[src/rtl/b64d_pkg.sv]
// ----------------------------------------------------------------------------
// b64d_pkg
// types, codes and the symbol lookup shared by the base64 stream decoder
// ----------------------------------------------------------------------------
package b64d_pkg;

    localparam int ACC_W = 12;
    localparam int HELD_W = 4;
    localparam int CNT_W = 23;

    // sticky status codes
    typedef enum logic [1:0] {
        ERR_OK  = 2'd0,
        ERR_BAD = 2'd1,
        ERR_OVF = 2'd2
    } b64d_err_t;

    // symbol classes
    typedef enum logic [1:0] {
        SYM_DATA = 2'd0,
        SYM_PAD  = 2'd1,
        SYM_BAD  = 2'd2
    } b64d_sym_kind_t;

    typedef struct packed {
        b64d_sym_kind_t kind;
        logic [5:0]     value;
    } b64d_sym_t;

    typedef struct packed {
        logic [ACC_W-1:0]  acc;
        logic [HELD_W-1:0] held;
        logic [CNT_W-1:0]  count;
        b64d_err_t         err;
    } b64d_state_t;

    typedef struct packed {
        logic             byte_valid;
        logic [7:0]       data_byte;
        b64d_err_t        status;
        logic [CNT_W-1:0] count;
        logic             complete;
    } b64d_result_t;

    // standard alphabet lookup
    function automatic b64d_sym_t sym_lookup(input logic [7:0] c);
        b64d_sym_t  s;
        logic [7:0] d;
        s.kind  = SYM_BAD;
        s.value = 6'd0;
        d       = 8'd0;
        if (c inside {[8'h41:8'h5A]}) begin
            d       = c - 8'h41;
            s.kind  = SYM_DATA;
            s.value = d[5:0];
        end else if (c inside {[8'h61:8'h7A]}) begin
            d       = c - 8'h61 + 8'd26;
            s.kind  = SYM_DATA;
            s.value = d[5:0];
        end else if (c inside {[8'h30:8'h39]}) begin
            d       = c - 8'h30 + 8'd52;
            s.kind  = SYM_DATA;
            s.value = d[5:0];
        end else if (c == 8'h2B) begin
            s.kind  = SYM_DATA;
            s.value = 6'd62;
        end else if (c == 8'h2F) begin
            s.kind  = SYM_DATA;
            s.value = 6'd63;
        end else if (c == 8'h3D) begin
            s.kind  = SYM_PAD;
        end
        return s;
    endfunction

endpackage

[src/rtl/b64d_step.sv]
// ----------------------------------------------------------------------------
// b64d_step
// one decode step: next accumulator state and the result for one symbol
// ----------------------------------------------------------------------------
module b64d_step (
    input  b64d_pkg::b64d_state_t          state,
    input  logic                           restart,
    input  logic [7:0]                     symbol,
    input  logic [b64d_pkg::CNT_W-1:0]     cap_eff,
    output b64d_pkg::b64d_state_t          state_next,
    output b64d_pkg::b64d_result_t         result
);
    import b64d_pkg::*;

    b64d_sym_t         sym;
    logic [ACC_W-1:0]  acc_shift;
    logic [HELD_W-1:0] held_add;
    logic [HELD_W-1:0] held_sub;
    logic [ACC_W-1:0]  acc_out;
    logic              byte_due;
    logic              cap_full;

    assign sym       = sym_lookup(symbol);
    assign acc_shift = {state.acc[ACC_W-7:0], sym.value};
    assign held_add  = state.held + 4'd6;
    assign byte_due  = (held_add >= 4'd8);
    assign held_sub  = held_add - 4'd8;
    assign acc_out   = acc_shift >> held_sub;
    assign cap_full  = (state.count >= cap_eff);

    always_comb
    begin
        state_next        = state;
        result.byte_valid = 1'b0;
        result.data_byte  = 8'd0;
        if (restart)
        begin
            state_next = '{acc: '0, held: '0, count: '0, err: ERR_OK};
        end
        else if (state.err == ERR_OK)
        begin
            case (sym.kind)
                SYM_BAD:
                begin
                    state_next.err = ERR_BAD;
                end
                SYM_DATA:
                begin
                    if (!byte_due)
                    begin
                        state_next.acc  = acc_shift;
                        state_next.held = held_add;
                    end
                    else if (cap_full)
                    begin
                        state_next.err = ERR_OVF;
                    end
                    else
                    begin
                        state_next.acc    = acc_shift;
                        state_next.held   = held_sub;
                        state_next.count  = state.count + 1'b1;
                        result.byte_valid = 1'b1;
                        result.data_byte  = acc_out[7:0];
                    end
                end
                default:
                begin
                    // padding is skipped
                end
            endcase
        end
        result.status   = state_next.err;
        result.count    = state_next.count;
        result.complete = (state_next.count == cap_eff);
    end

endmodule

[src/rtl/base64_stream_decoder.sv]
// ----------------------------------------------------------------------------
// base64_stream_decoder
// streaming base64 text decoder with byte count, capacity check and sticky
// error status
// ----------------------------------------------------------------------------
//
//  channel | handshake                  | payload
//  --------+----------------------------+----------------------------------------
//  input   | in_valid / in_stall        | restart, symbol
//  result  | out_valid / out_stall      | byte_valid, data_byte, status,
//          |                            | bytes_so_far, complete
//  config  | cfg_valid / cfg_ready      | capacity_bytes
//
//  one beat in and one beat out per cycle when nothing stalls
//  a beat passes through the input register, then the decode step into the result register
//  the decoder state updates as a beat leaves the input register, so the next
//  beat sees the updated state
//  out_stall holds the result register; the input register then holds and
//  in_stall rises once it is full
//  rst_n clears control state and loads capacity 1; cfg_ready is always high
//
module base64_stream_decoder #(
    parameter int MAX_BYTES = 4194304
) (
    input  logic                          clk,
    input  logic                          rst_n,
    // input channel
    input  logic                          in_valid,
    output logic                          in_stall,
    input  logic                          restart,
    input  logic [7:0]                    symbol,
    // result channel
    output logic                          out_valid,
    input  logic                          out_stall,
    output logic                          byte_valid,
    output logic [7:0]                    data_byte,
    output logic [1:0]                    status,
    output logic [b64d_pkg::CNT_W-1:0]    bytes_so_far,
    output logic                          complete,
    // configuration channel
    input  logic                          cfg_valid,
    output logic                          cfg_ready,
    input  logic [b64d_pkg::CNT_W-1:0]    capacity_bytes
);
    import b64d_pkg::*;

    localparam logic [CNT_W-1:0] MaxCap = CNT_W'(MAX_BYTES);

    // capacity register
    logic [CNT_W-1:0] cap_reg;
    logic [CNT_W-1:0] cap_eff;

    // input register
    logic             in_valid_reg;
    logic             restart_reg;
    logic [7:0]       symbol_reg;

    // decoder state
    b64d_state_t      state_reg;
    b64d_state_t      state_next;

    // result register
    logic             out_valid_reg;
    b64d_result_t     result_reg;
    b64d_result_t     result_next;

    logic             out_free;
    logic             step_fire;

    assign cfg_ready = 1'b1;

    // capacity above the limit saturates, zero stays zero
    assign cap_eff = (cap_reg > MaxCap) ? MaxCap : cap_reg;

    // result register takes a new beat when empty or draining this cycle
    assign out_free  = !out_valid_reg || !out_stall;
    assign step_fire = in_valid_reg && out_free;
    // input register stalls only when full and unable to move on
    assign in_stall  = in_valid_reg && !out_free;

    b64d_step u_step (
        .state      (state_reg),
        .restart    (restart_reg),
        .symbol     (symbol_reg),
        .cap_eff    (cap_eff),
        .state_next (state_next),
        .result     (result_next)
    );

    always_ff @(posedge clk or negedge rst_n)
    begin
        if (!rst_n)
        begin
            cap_reg <= CNT_W'(1);
        end
        else if (cfg_valid && cfg_ready)
        begin
            cap_reg <= capacity_bytes;
        end
    end

    // control state
    always_ff @(posedge clk or negedge rst_n)
    begin
        if (!rst_n)
        begin
            in_valid_reg  <= 1'b0;
            out_valid_reg <= 1'b0;
            state_reg     <= '{acc: '0, held: '0, count: '0, err: ERR_OK};
        end
        else
        begin
            if (!in_stall)
            begin
                in_valid_reg <= in_valid;
            end
            if (out_free)
            begin
                out_valid_reg <= in_valid_reg;
            end
            if (step_fire)
            begin
                state_reg <= state_next;
            end
        end
    end

    // payload registers
    always_ff @(posedge clk)
    begin
        if (in_valid && !in_stall)
        begin
            restart_reg <= restart;
            symbol_reg  <= symbol;
        end
        if (step_fire)
        begin
            result_reg <= result_next;
        end
    end

    assign out_valid    = out_valid_reg;
    assign byte_valid   = result_reg.byte_valid;
    assign data_byte    = result_reg.data_byte;
    assign status       = result_reg.status;
    assign bytes_so_far = result_reg.count;
    assign complete     = result_reg.complete;

endmodule

[config.mk]
export PLATFORM = sky130hd
export DESIGN_NAME = base64_stream_decoder
export DESIGN_NICKNAME = d
export VERILOG_FILES = /design/src/rtl/b64d_pkg.sv /design/src/rtl/b64d_step.sv /design/src/rtl/base64_stream_decoder.sv
export SDC_FILE = /design/constraint.sdc
export NUM_CORES = 1
export LEC_CHECK = 0
export CAP_MARGIN = 10
export CORE_MARGIN = 5
export CORE_UTILIZATION = 60
export CTS_BUF_LIST = sky130_fd_sc_hd__clkbuf_8
export CTS_CLUSTER_SIZE = 20
export DETAILED_ROUTE_END_ITERATION = 8
export DONT_BUFFER_PORTS = 1
export MAX_ROUTING_LAYER = met4
export PLACE_DENSITY_LB_ADDON = 0.08
export SYNTH_ARGS = -nofsm -noshare
export SYNTH_HDL_FRONTEND = slang
export SYNTH_SLANG_ARGS = --single-unit
[constraint.sdc]
create_clock -name clk -period 4.1 [get_ports clk]
set_clock_uncertainty 0.05 [all_clocks]
set_input_delay 0.41 -clock clk [delete_from_list [all_inputs] [get_ports clk]]
set_output_delay 0.41 -clock clk [all_outputs]
set_load 0.01 [all_outputs]
# == Word level (Yosys, flattened, before mapping) ==
# Index checks and enable logic that the tools add are counted.
# totals
regBits,104
in_bits,37
out_inout_bits,38
elab_cells,76
# op_classes
n_addsub,8
n_lt_le_gt_ge,9
n_eq_ne,6
n_shift,1
mux,17
bitwise,3
n_reduce_logical,18
# op_table
cell,count
$mux 35,2
$mux 33,2
$mux 8,4
$mux 25,1
$eq 8x6->1 const B,3
$add 23x1->23 const B,1
$eq 23x23->1,1
$ge 23x23->1,1
$gt 23x23->1 const B,1
$mux 23,1
$ge 8x7->1 const B,2
$le 8x7->1 const B,2
$shr 12x4->8,1
$sub 6x6->6 const B,2
$mux 10,1
$mux 9,1
$ge 8x6->1 const B,1
$le 8x6->1 const B,1
$add 6x5->6 const B,1
$add 6x6->6 const B,1
$logic_and 1x1->1,6
$mux 2,3
$mux 6,1
$sub 6x1->6 const B,1
other kinds (14),21

# == Logic depth before layout (Yosys ltp) ==
# Gate-level depths: netlist of the first run.
# logic_depth
depth_word,13
depth_mapped,18
depth_no_buf,17

# == Modules after synthesis ==
# Synthesis of the first run repeated with hierarchy kept, for this count alone.
# unflattened
cells_unflattened,740
hier_area_um2,7467.2
# by_module_without_submodules
module,instances,cells_each,area_each_um2,seq_area_each_um2
base64_stream_decoder,1,213,3957.5,2974.1
b64d_step,1,527,3509.6,0.0

# == Least setup slack after synthesis of the first run ==
# No wires, ideal clock.
# synth_path
path_kind,register to register
start,register cap_reg[13]
end,register result_reg (netlist bit complete) (data pin)
setup_time_ps,170
arrival_ps,4105
required_ps,3880
setup_slack_ps,-224
stages_incl_launch_ff,17
path_buffers,1
period_less_slack_ps,4324
path_cell_list,dfrtp_1 nor4_1 nand4_1 o21ai_0 nand2_1 ha_1 a21oi_1 o21ai_0 a221oi_1 nand2_1 clkbuf_1 nor4_1 mux2i_1 o22ai_1 a2111oi_2 nand4_1 nor4_2
# synth_rtl
item,line,text
"start, declared",base64_stream_decoder.sv:50,logic [CNT_W-1:0] cap_reg;
"start signal, assigned",base64_stream_decoder.sv:98,cap_reg <= capacity_bytes;
"end signal, assigned",base64_stream_decoder.sv:138,result_reg <= result_next;
"end, declared",base64_stream_decoder.sv:64,b64d_result_t result_reg;

==> results of run 1 <==
area by class of cell:
cell class / count / area [um^2] / share of cell area
Timing Repair Buffer: 139 / 1100 / 0.134
Inverter: 33 / 124 / 0.0152
Multi-Input combinational cell: 506 / 3800 / 0.465
Clock buffer: 9 / 124 / 0.0152
Clock inverter: 7 / 56.3 / 0.00689
Tap cell: 140 / 175 / 0.0214
Sequential cell: 103 / 2800 / 0.342
logic make-up after synthesis:
group	Yosys count	share of synthesized area
muxes	42	0.0750
other	1	0.000570
and+or+nand+nor	271	0.209
xor gates and xnor gates	26	0.0346
AOI/OAI and AO/OA	132	0.149
buffers and inverters	71	0.0420
DFF	103	0.426
adders and majority gates	34	0.0647
power by group through the flow:
stage,logic [mW],clock network [mW],registers (mW)
after floorplan,0.335,0,1.21
after global placement,0.483,0,1.24
after detailed placement,0.493,0,1.24
after CTS,0.552,0.625,1.22
after global routing,0.675,0.669,1.24
final,0.624,0.608,1.23
cell usage after synthesis, types with 17 or more instances:
master	n
o21ai_0	30
dfrtp_1	58
nor2_1	49
xnor2_1	22
nand2_1	84
mux2_2	28
a21oi_1	21
nor4_1	19
clkbuf_1	31
nand3_1	26
inv_1	29
nor3_1	17
edfxtp_1	44
ha_1	34
final timing paths:
| kind | start | endpoint | slack (ns) | cells after the start |
|---|---|---|---|---|
| worst max register to register | cap_reg[4] | complete | -0.42 | 18 |
| worst min-delay path | symbol[4] | symbol_reg[4] | 0.05 | 0 |
| worst max-delay path | cap_reg[4] | complete | -0.42 | 18 |
| min in group asynchronous | rst_n | state_reg[23] | 0.54 | 2 |
| max in group asynchronous | rst_n | cap_reg[0] | 3.17 | 2 |
| worst min register to register | in_valid_reg | out_valid | 0.46 | 1 |
per-layer routing:
layer,up-vias,share of wire
met3,50,0.069
met2,291,0.46
met1,2843,0.44
met5,-,0
met4,0,0.029
li1,2732,-
critical path, cell delays in order, from the launching register on:
cell       delay, ns
dfrtp_1         0.40
nor4_2          0.32
nand4_1         0.19
o21ai_4         0.28
buf_6           0.14
nand2_4         0.05
ha_4            0.23
a21oi_2         0.13
o21ai_1         0.09
a221oi_2        0.35
nand2_1         0.12
buf_6           0.14
buf_4           0.14
or4_4           0.53
a21oi_4         0.21
o2111ai_4       0.16
a2111oi_4       0.36
nand4_1         0.15
nor4_2          0.29
repair_timing:
item,4_1_cts,5_1_grt
endpoints found under the setup margin,38,17
hold buffers,2,0
gates cloned,0,0
pin swaps,20,17
endpoints found under the hold margin,59,0
setup buffers,22,15
gates resized for setup,19,33
stage by stage:
stage	utilization	cells	setup slack (ns)
2_1_floorplan	-	680	0.0516
3_3_place_gp	0.684	883	-0.594
3_5_place_dp	0.684	883	-0.686
4_1_cts	0.729	921	-0.196
5_1_grt	0.757	937	-0.643
6_report	0.757	937	-0.421
==> summary.txt, run 1 <==
Status
  • Status: complete, but fails checks
  • Violated checks: setup timing

Power and ir drop
  • Clk network pwr share: 0.247
  • Logic pwr share: 0.254
  • Switch share: 0.326
  • Total power: 2.46 mW
  • Int Power: 1.66 mW
  • Sequential fraction of design power: 0.499
  • Leak: 3.38 nW
  • Pwr dens: 301 nW/um^2
  • Sw power: 0.800 mW
  • VDD IR max: 0.345 mV

Critical path
  • Crit-path max FO: 6
  • Required time of the critical path: 4.28 ns
  • Crit path DAT: 4.70 ns
  • Setup CP Type: reg2reg
  • Startpoint Class: flip-flop
  • Critical Path Sink Type: flip-flop

Floorplanning
  • Die width: 115 um
  • Row Count: 38
  • Height of the die: 115 um
  • Starting Density: 0.609
  • Placeable Area: 10,800 um^2
  • Die ar.: 13,200 um^2
  • Num ports: 75

Placement
  • Area of placed instances: 7380 um^2
  • Post-DP HPWL: 13.7 mm
  • Gpl congestion: 1.00
  • PortBufs: 0

Cells and area
  • Final #Nets: 863
  • Commonest non-fill, non-tap cells in the layout: buf_4 (131), nand2_1 (81), dfrtp_1 (58)
  • Synthesis-to-layout area growth: 24.3%
  • Fin area: 8170 um^2
  • Largest register FFs: 34
  • Share of cells above drive strength 1: 0.300
  • Ant diodes: 0
  • Fillcell total: 727
  • Most common cell after layout, fill and taps aside: buf_4

Yosys
  • Ys Warns: 0
  • FFs w/ async S/R, synth: 0.573
  • Post-synth top area cell: dfrtp_1
  • Flops & latches, synth: 103
  • Synth cell types: 78
  • Net Count, Synth: 751
  • Post-Syn Instances: 680
  • Sequential share of the synthesized area: 0.426
  • Largest cells by area after synthesis: dfrtp_1 (22%), edfxtp_1 (20%), ha_1 (6.5%)
  • Avg Inst Size Synth: 9.67 um^2
  • Number of flops mapped to enable cells by yosys: 44
  • Share of the synthesized area in the top cell type: 0.221
  • Synthesized cell area: 6580 um^2
  • Main flop type after synthesis: dfrtp_1

Clock network
  • Clock sinks: 103
  • H-tree levels: 3
  • CTS tree: built
  • Max Buffers Root-to-Sink: 2
  • Clock insertion delay at the later pin of the skew report: 0.40 ns
  • Clock root cell: clkbuf_8
  • Clock transition at path regs: 0.10 ns
  • CTS buffer count: 9

Timing
  • Slew HR: 0.494
  • Final worst slack: -0.421 ns
  • Fin crit share: 1.10
  • Worst-margin pin slew: 0.758 ns
  • Fin. Hold Viols: 0
  • Setup TNS: -0.481 ns
  • # setup viols final: 2
  • Tmin final: 4.52 ns
  • Final hold slack: 0.0518 ns
  • Fmax achieved: 221 MHz
  • Unrepaired setup endpoints after global routing: yes
  • Final slew viol count: 0

Worst hold path
  • Hold crit path type: in2reg

Route
  • WL/cell: 20.7 um
  • Post-route ant nets: 0
  • Routed via count: 5,916
  • Drt initial violations: 684
  • Via/cell ratio: 6.31
  • Drt first pass iters: 6
  • Final wirelength: 19.4 mm
  • # DRC: 0

Global route
  • Vias in the first global route: 5,792
  • GRT met1 Usage: 0.419
  • Met3 Track Usage GR: 0.0597
  • Grt total ovfl: 0
  • GRT busiest layer: met2
  • GRT Overall Usage: 0.307
  • First-pass GRT wire length: 30.3 mm
  • M2 GR Usage: 0.458
  • Initial antenna violation count: 0
  • Largest net degree at the start of global routing: 60

Flow run
  • # Max-Cap Violations: 0
No activity file was read; power rests on OpenSTA's default activity.
==> run 2, diff against run 1 <==
--- a/config.mk
+++ b/config.mk
@@ -6,8 +6,8 @@
 export NUM_CORES = 1
 export LEC_CHECK = 0
 export CAP_MARGIN = 10
-export CORE_MARGIN = 5
-export CORE_UTILIZATION = 60
+export CORE_MARGIN = 1.5
+export CORE_UTILIZATION = 59
 export CTS_BUF_LIST = sky130_fd_sc_hd__clkbuf_8
 export CTS_CLUSTER_SIZE = 20
 export DETAILED_ROUTE_END_ITERATION = 8
==> run 2 against run 1 <==
The run still ends with setup timing left. Total power shrank 0.50%. Sequential cell count is the same. Clock-buffer cell count increased by 1. Die area down 10%. Via count is 0.10% higher. First-iteration DRC count fell by 15%. Non-clock buffer count down 21.
==> summary.txt, run 2 (synthesis gave the netlist of run 1 again) <==
Cells and area
  • Ant diodes: 0 (unchanged)
  • Largest register FFs: 34 (unchanged)
  • Non-filler instance count after layout: 917 (-2.1%)
  • Fillcell total: 772 (+6.2%)
  • Share of cells above drive strength 1: 0.279 (-0.0206)
  • Area occupied by multi-input gates: 3790 um^2 (-0.16%)
  • Final #Nets: 843 (-2.3%)
  • Most common cell after layout, fill and taps aside: buf_4
  • FF/Latch Area: 2800 um^2 (unchanged)
  • Synthesis-to-layout area growth: 21.7%
  • Commonest non-fill, non-tap cells in the layout: buf_4 (113), nand2_1 (80), dfrtp_1 (58)

Power and ir drop
  • Switch share: 0.325 (about the same)
  • Sequential fraction of design power: 0.499 (about the same)
  • Leak: 3.25 nW (-4.1%)
  • Sw power: 0.796 mW (-0.54%)
  • Total power: 2.45 mW (-0.50%)
  • Logic pwr share: 0.238 (-0.016)
  • Clk network pwr share: 0.263 (+0.016)
  • Pwr dens: 305 nW/um^2 (+1.6%)
  • VDD IR max: 0.326 mV (-5.5%)
  • Int Power: 1.65 mW (-0.48%)

Timing
  • Fin. Hold Viols: 0 (unchanged)
  • Slew HR: 0.532 (+0.0378)
  • Tmin final: 4.39 ns (-0.133 ns)
  • Final worst slack: -0.288 ns (+0.133 ns)
  • Worst-margin pin slew: 0.702 ns (-0.0551 ns)
  • Fin crit share: 1.07 (-0.0325)
  • Fmax achieved: 228 MHz (+3.0%)
  • Unrepaired setup endpoints after global routing: yes
  • Final slew viol count: 0 (unchanged)
  • # setup viols final: 1 (-1)
  • Final hold slack: 0.0393 ns (-0.0124 ns)

Route
  • Routed via count: 5,922 (+0.10%)
  • Post-route ant nets: 0 (unchanged)
  • Drt initial violations: 584 (-15%)
  • # DRC: 0 (unchanged)
  • WL/cell: 20.4 um (-1.0%)
  • Final wirelength: 18.7 mm (-3.1%)
  • Via/cell ratio: 6.46 (+2.3%)
  • Drt first pass iters: 8 (+2)

Critical path
  • Origin of the critical flop-to-flop path: cap_reg[13]
  • Startpoint Class: flip-flop
  • CP bufs+invs: 2 (-1)
  • Reg2reg path depth: 16 (-2)
  • Crit-path max FO: 5 (-1)
  • Crit path largest cell delay: 0.48 ns (-0.05 ns)
  • Reg2Reg Setup Slack: -0.29 ns (+0.13 ns)
  • Worst path most repeated cell: nand4_1
  • Reg2reg end: complete
  • Critical Path Sink Type: flip-flop
  • Setup CP Type: reg2reg
  • CP max-delay cell: or4_1
  • Required time of the critical path: 4.29 ns (about the same)
  • Crit-path cells: nor4_1 -> nand4_1 -> o21ai_4 -> nand2_2 -> ha_4 -> nand4_1 -> inv_1 -> a221oi_4 -> nor4b_2 -> buf_4 -> or4_1 -> a21oi_2 -> o2111ai_2 -> a2111oi_2 -> nand4_1 -> nor4_2
  • Crit path max-delay family: simple AND/OR/NAND/NOR gates
  • Crit path DAT: 4.57 ns (-0.13 ns)

Clock network
  • Clock sinks: 103 (unchanged)
  • H-tree levels: 3 (unchanged)
  • CTS tree: built
  • Clock root cell: clkbuf_8
  • Clock insertion delay at the later pin of the skew report: 0.40 ns (about the same)
  • CTS buffer count: 9 (unchanged)
  • Max Buffers Root-to-Sink: 2 (unchanged)
  • Clock transition at path regs: 0.11 ns (about the same)

Worst hold path
  • Hold Path Cell Cnt: 1 (+1)
  • Hold Crit Start: cfg_valid
  • Hold Path End: cap_reg[19]
  • Hold crit path type: in2reg

Global route
  • First-pass GRT wire length: 29.1 mm (-3.9%)
  • Grt total ovfl: 0 (unchanged)
  • Largest net degree at the start of global routing: 60 (unchanged)
  • GRT Overall Usage: 0.336 (+0.0297)
  • Vias in the first global route: 5,571 (-3.8%)
  • Initial antenna violation count: 0 (unchanged)

Placement
  • Post-DP HPWL: 13.8 mm (+0.44%)
  • Gpl congestion: 0.945 (-5.8%)
  • DP Worst Slack: -0.539 ns (+0.147 ns)
  • PortBufs: 0 (unchanged)
  • Dpl cells: 883 (unchanged)

Floorplanning
  • Die width: 109 um (-5.3%)
  • Height of the die: 109 um (-5.3%)
  • Placeable Area: 10,800 um^2 (+0.44%)
  • Starting Density: 0.607 (-0.00267)
  • Row Count: 38 (unchanged)
  • Num ports: 75 (unchanged)
  • Die ar.: 11,800 um^2 (-10%)

Flow run
  • # Max-Cap Violations: 0 (unchanged)

Status
  • Status: complete, but fails checks
  • Violated checks: setup timing
[run 2: per-layer routing]
metal  global-route usage  vias to the layer above  routed length (um)
li1                     -                     2701                   -
met1                0.472                     2867                8270
met2                0.482                      293                8360
met3               0.0844                       61                1680
met4               0.0968                        0                 428
met5                    -                        -                   0
[run 2: final cells by class]
class,instances,area share
multi-input cells,507,0.474
flip-flops and latches,103,0.350
repair buffers,118,0.115
well taps,140,0.0219
clock buffers,10,0.0172
inverters,33,0.0155
clock inverters,6,0.00750
[run 2: how the worst max path moves through the flow]
stage	to	slack [ns]	depth (start not counted)	startpoint
2_1_floorplan	complete	0.05	16	cap_reg[13]
3_3_place_gp	complete	-0.50	18	cap_reg[1]
3_5_place_dp	complete	-0.54	17	cap_reg[1]
4_1_cts	complete	-0.24	18	cap_reg[4]
5_1_grt	complete	-0.46	19	cap_reg[1]
6_report	complete	-0.29	16	cap_reg[13]
[run 2: repair_timing]
| action | 4_1_cts | 5_1_grt |
|---|---|---|
| pin swaps | 6 | 25 |
| endpoints found under the setup margin | 14 | 13 |
| hold buffers | 2 | 0 |
| gates cloned | 0 | 1 |
| resized for setup | 9 | 36 |
| hold endpoints to repair | 59 | 0 |
| buffers inserted | 1 | 14 |
[run 2: through the flow]
stage	setup TNS, ns	area [um^2]	utilization
after floorplan	0	6580	-
after global placement	-0.954	7370	0.680
after detailed placement	-1.29	7370	0.680
after CTS	-0.240	7670	0.708
after global routing	-0.505	8010	0.739
final	-0.288	8010	0.739
[run 2: power by group through the flow]
stage	clock, mW	combinational [mW]	sequential [mW]
floorplan	0	0.335	1.21
global placement	0	0.494	1.24
detailed placement	0	0.505	1.24
CTS	0.648	0.535	1.22
global route	0.686	0.630	1.23
finish	0.643	0.581	1.22
[run 2: worst reg2reg max path, cell delays in order (launching register included)]
cell and delay, ns:
dfrtp_1 0.40, nor4_1 0.40, nand4_1 0.21, o21ai_4 0.25
nand2_2 0.12, ha_4 0.23, nand4_1 0.15, inv_1 0.10
a221oi_4 0.36, nor4b_2 0.15, buf_4 0.16, or4_1 0.48
a21oi_2 0.21, o2111ai_2 0.14, a2111oi_2 0.36, nand4_1 0.15
nor4_2 0.30
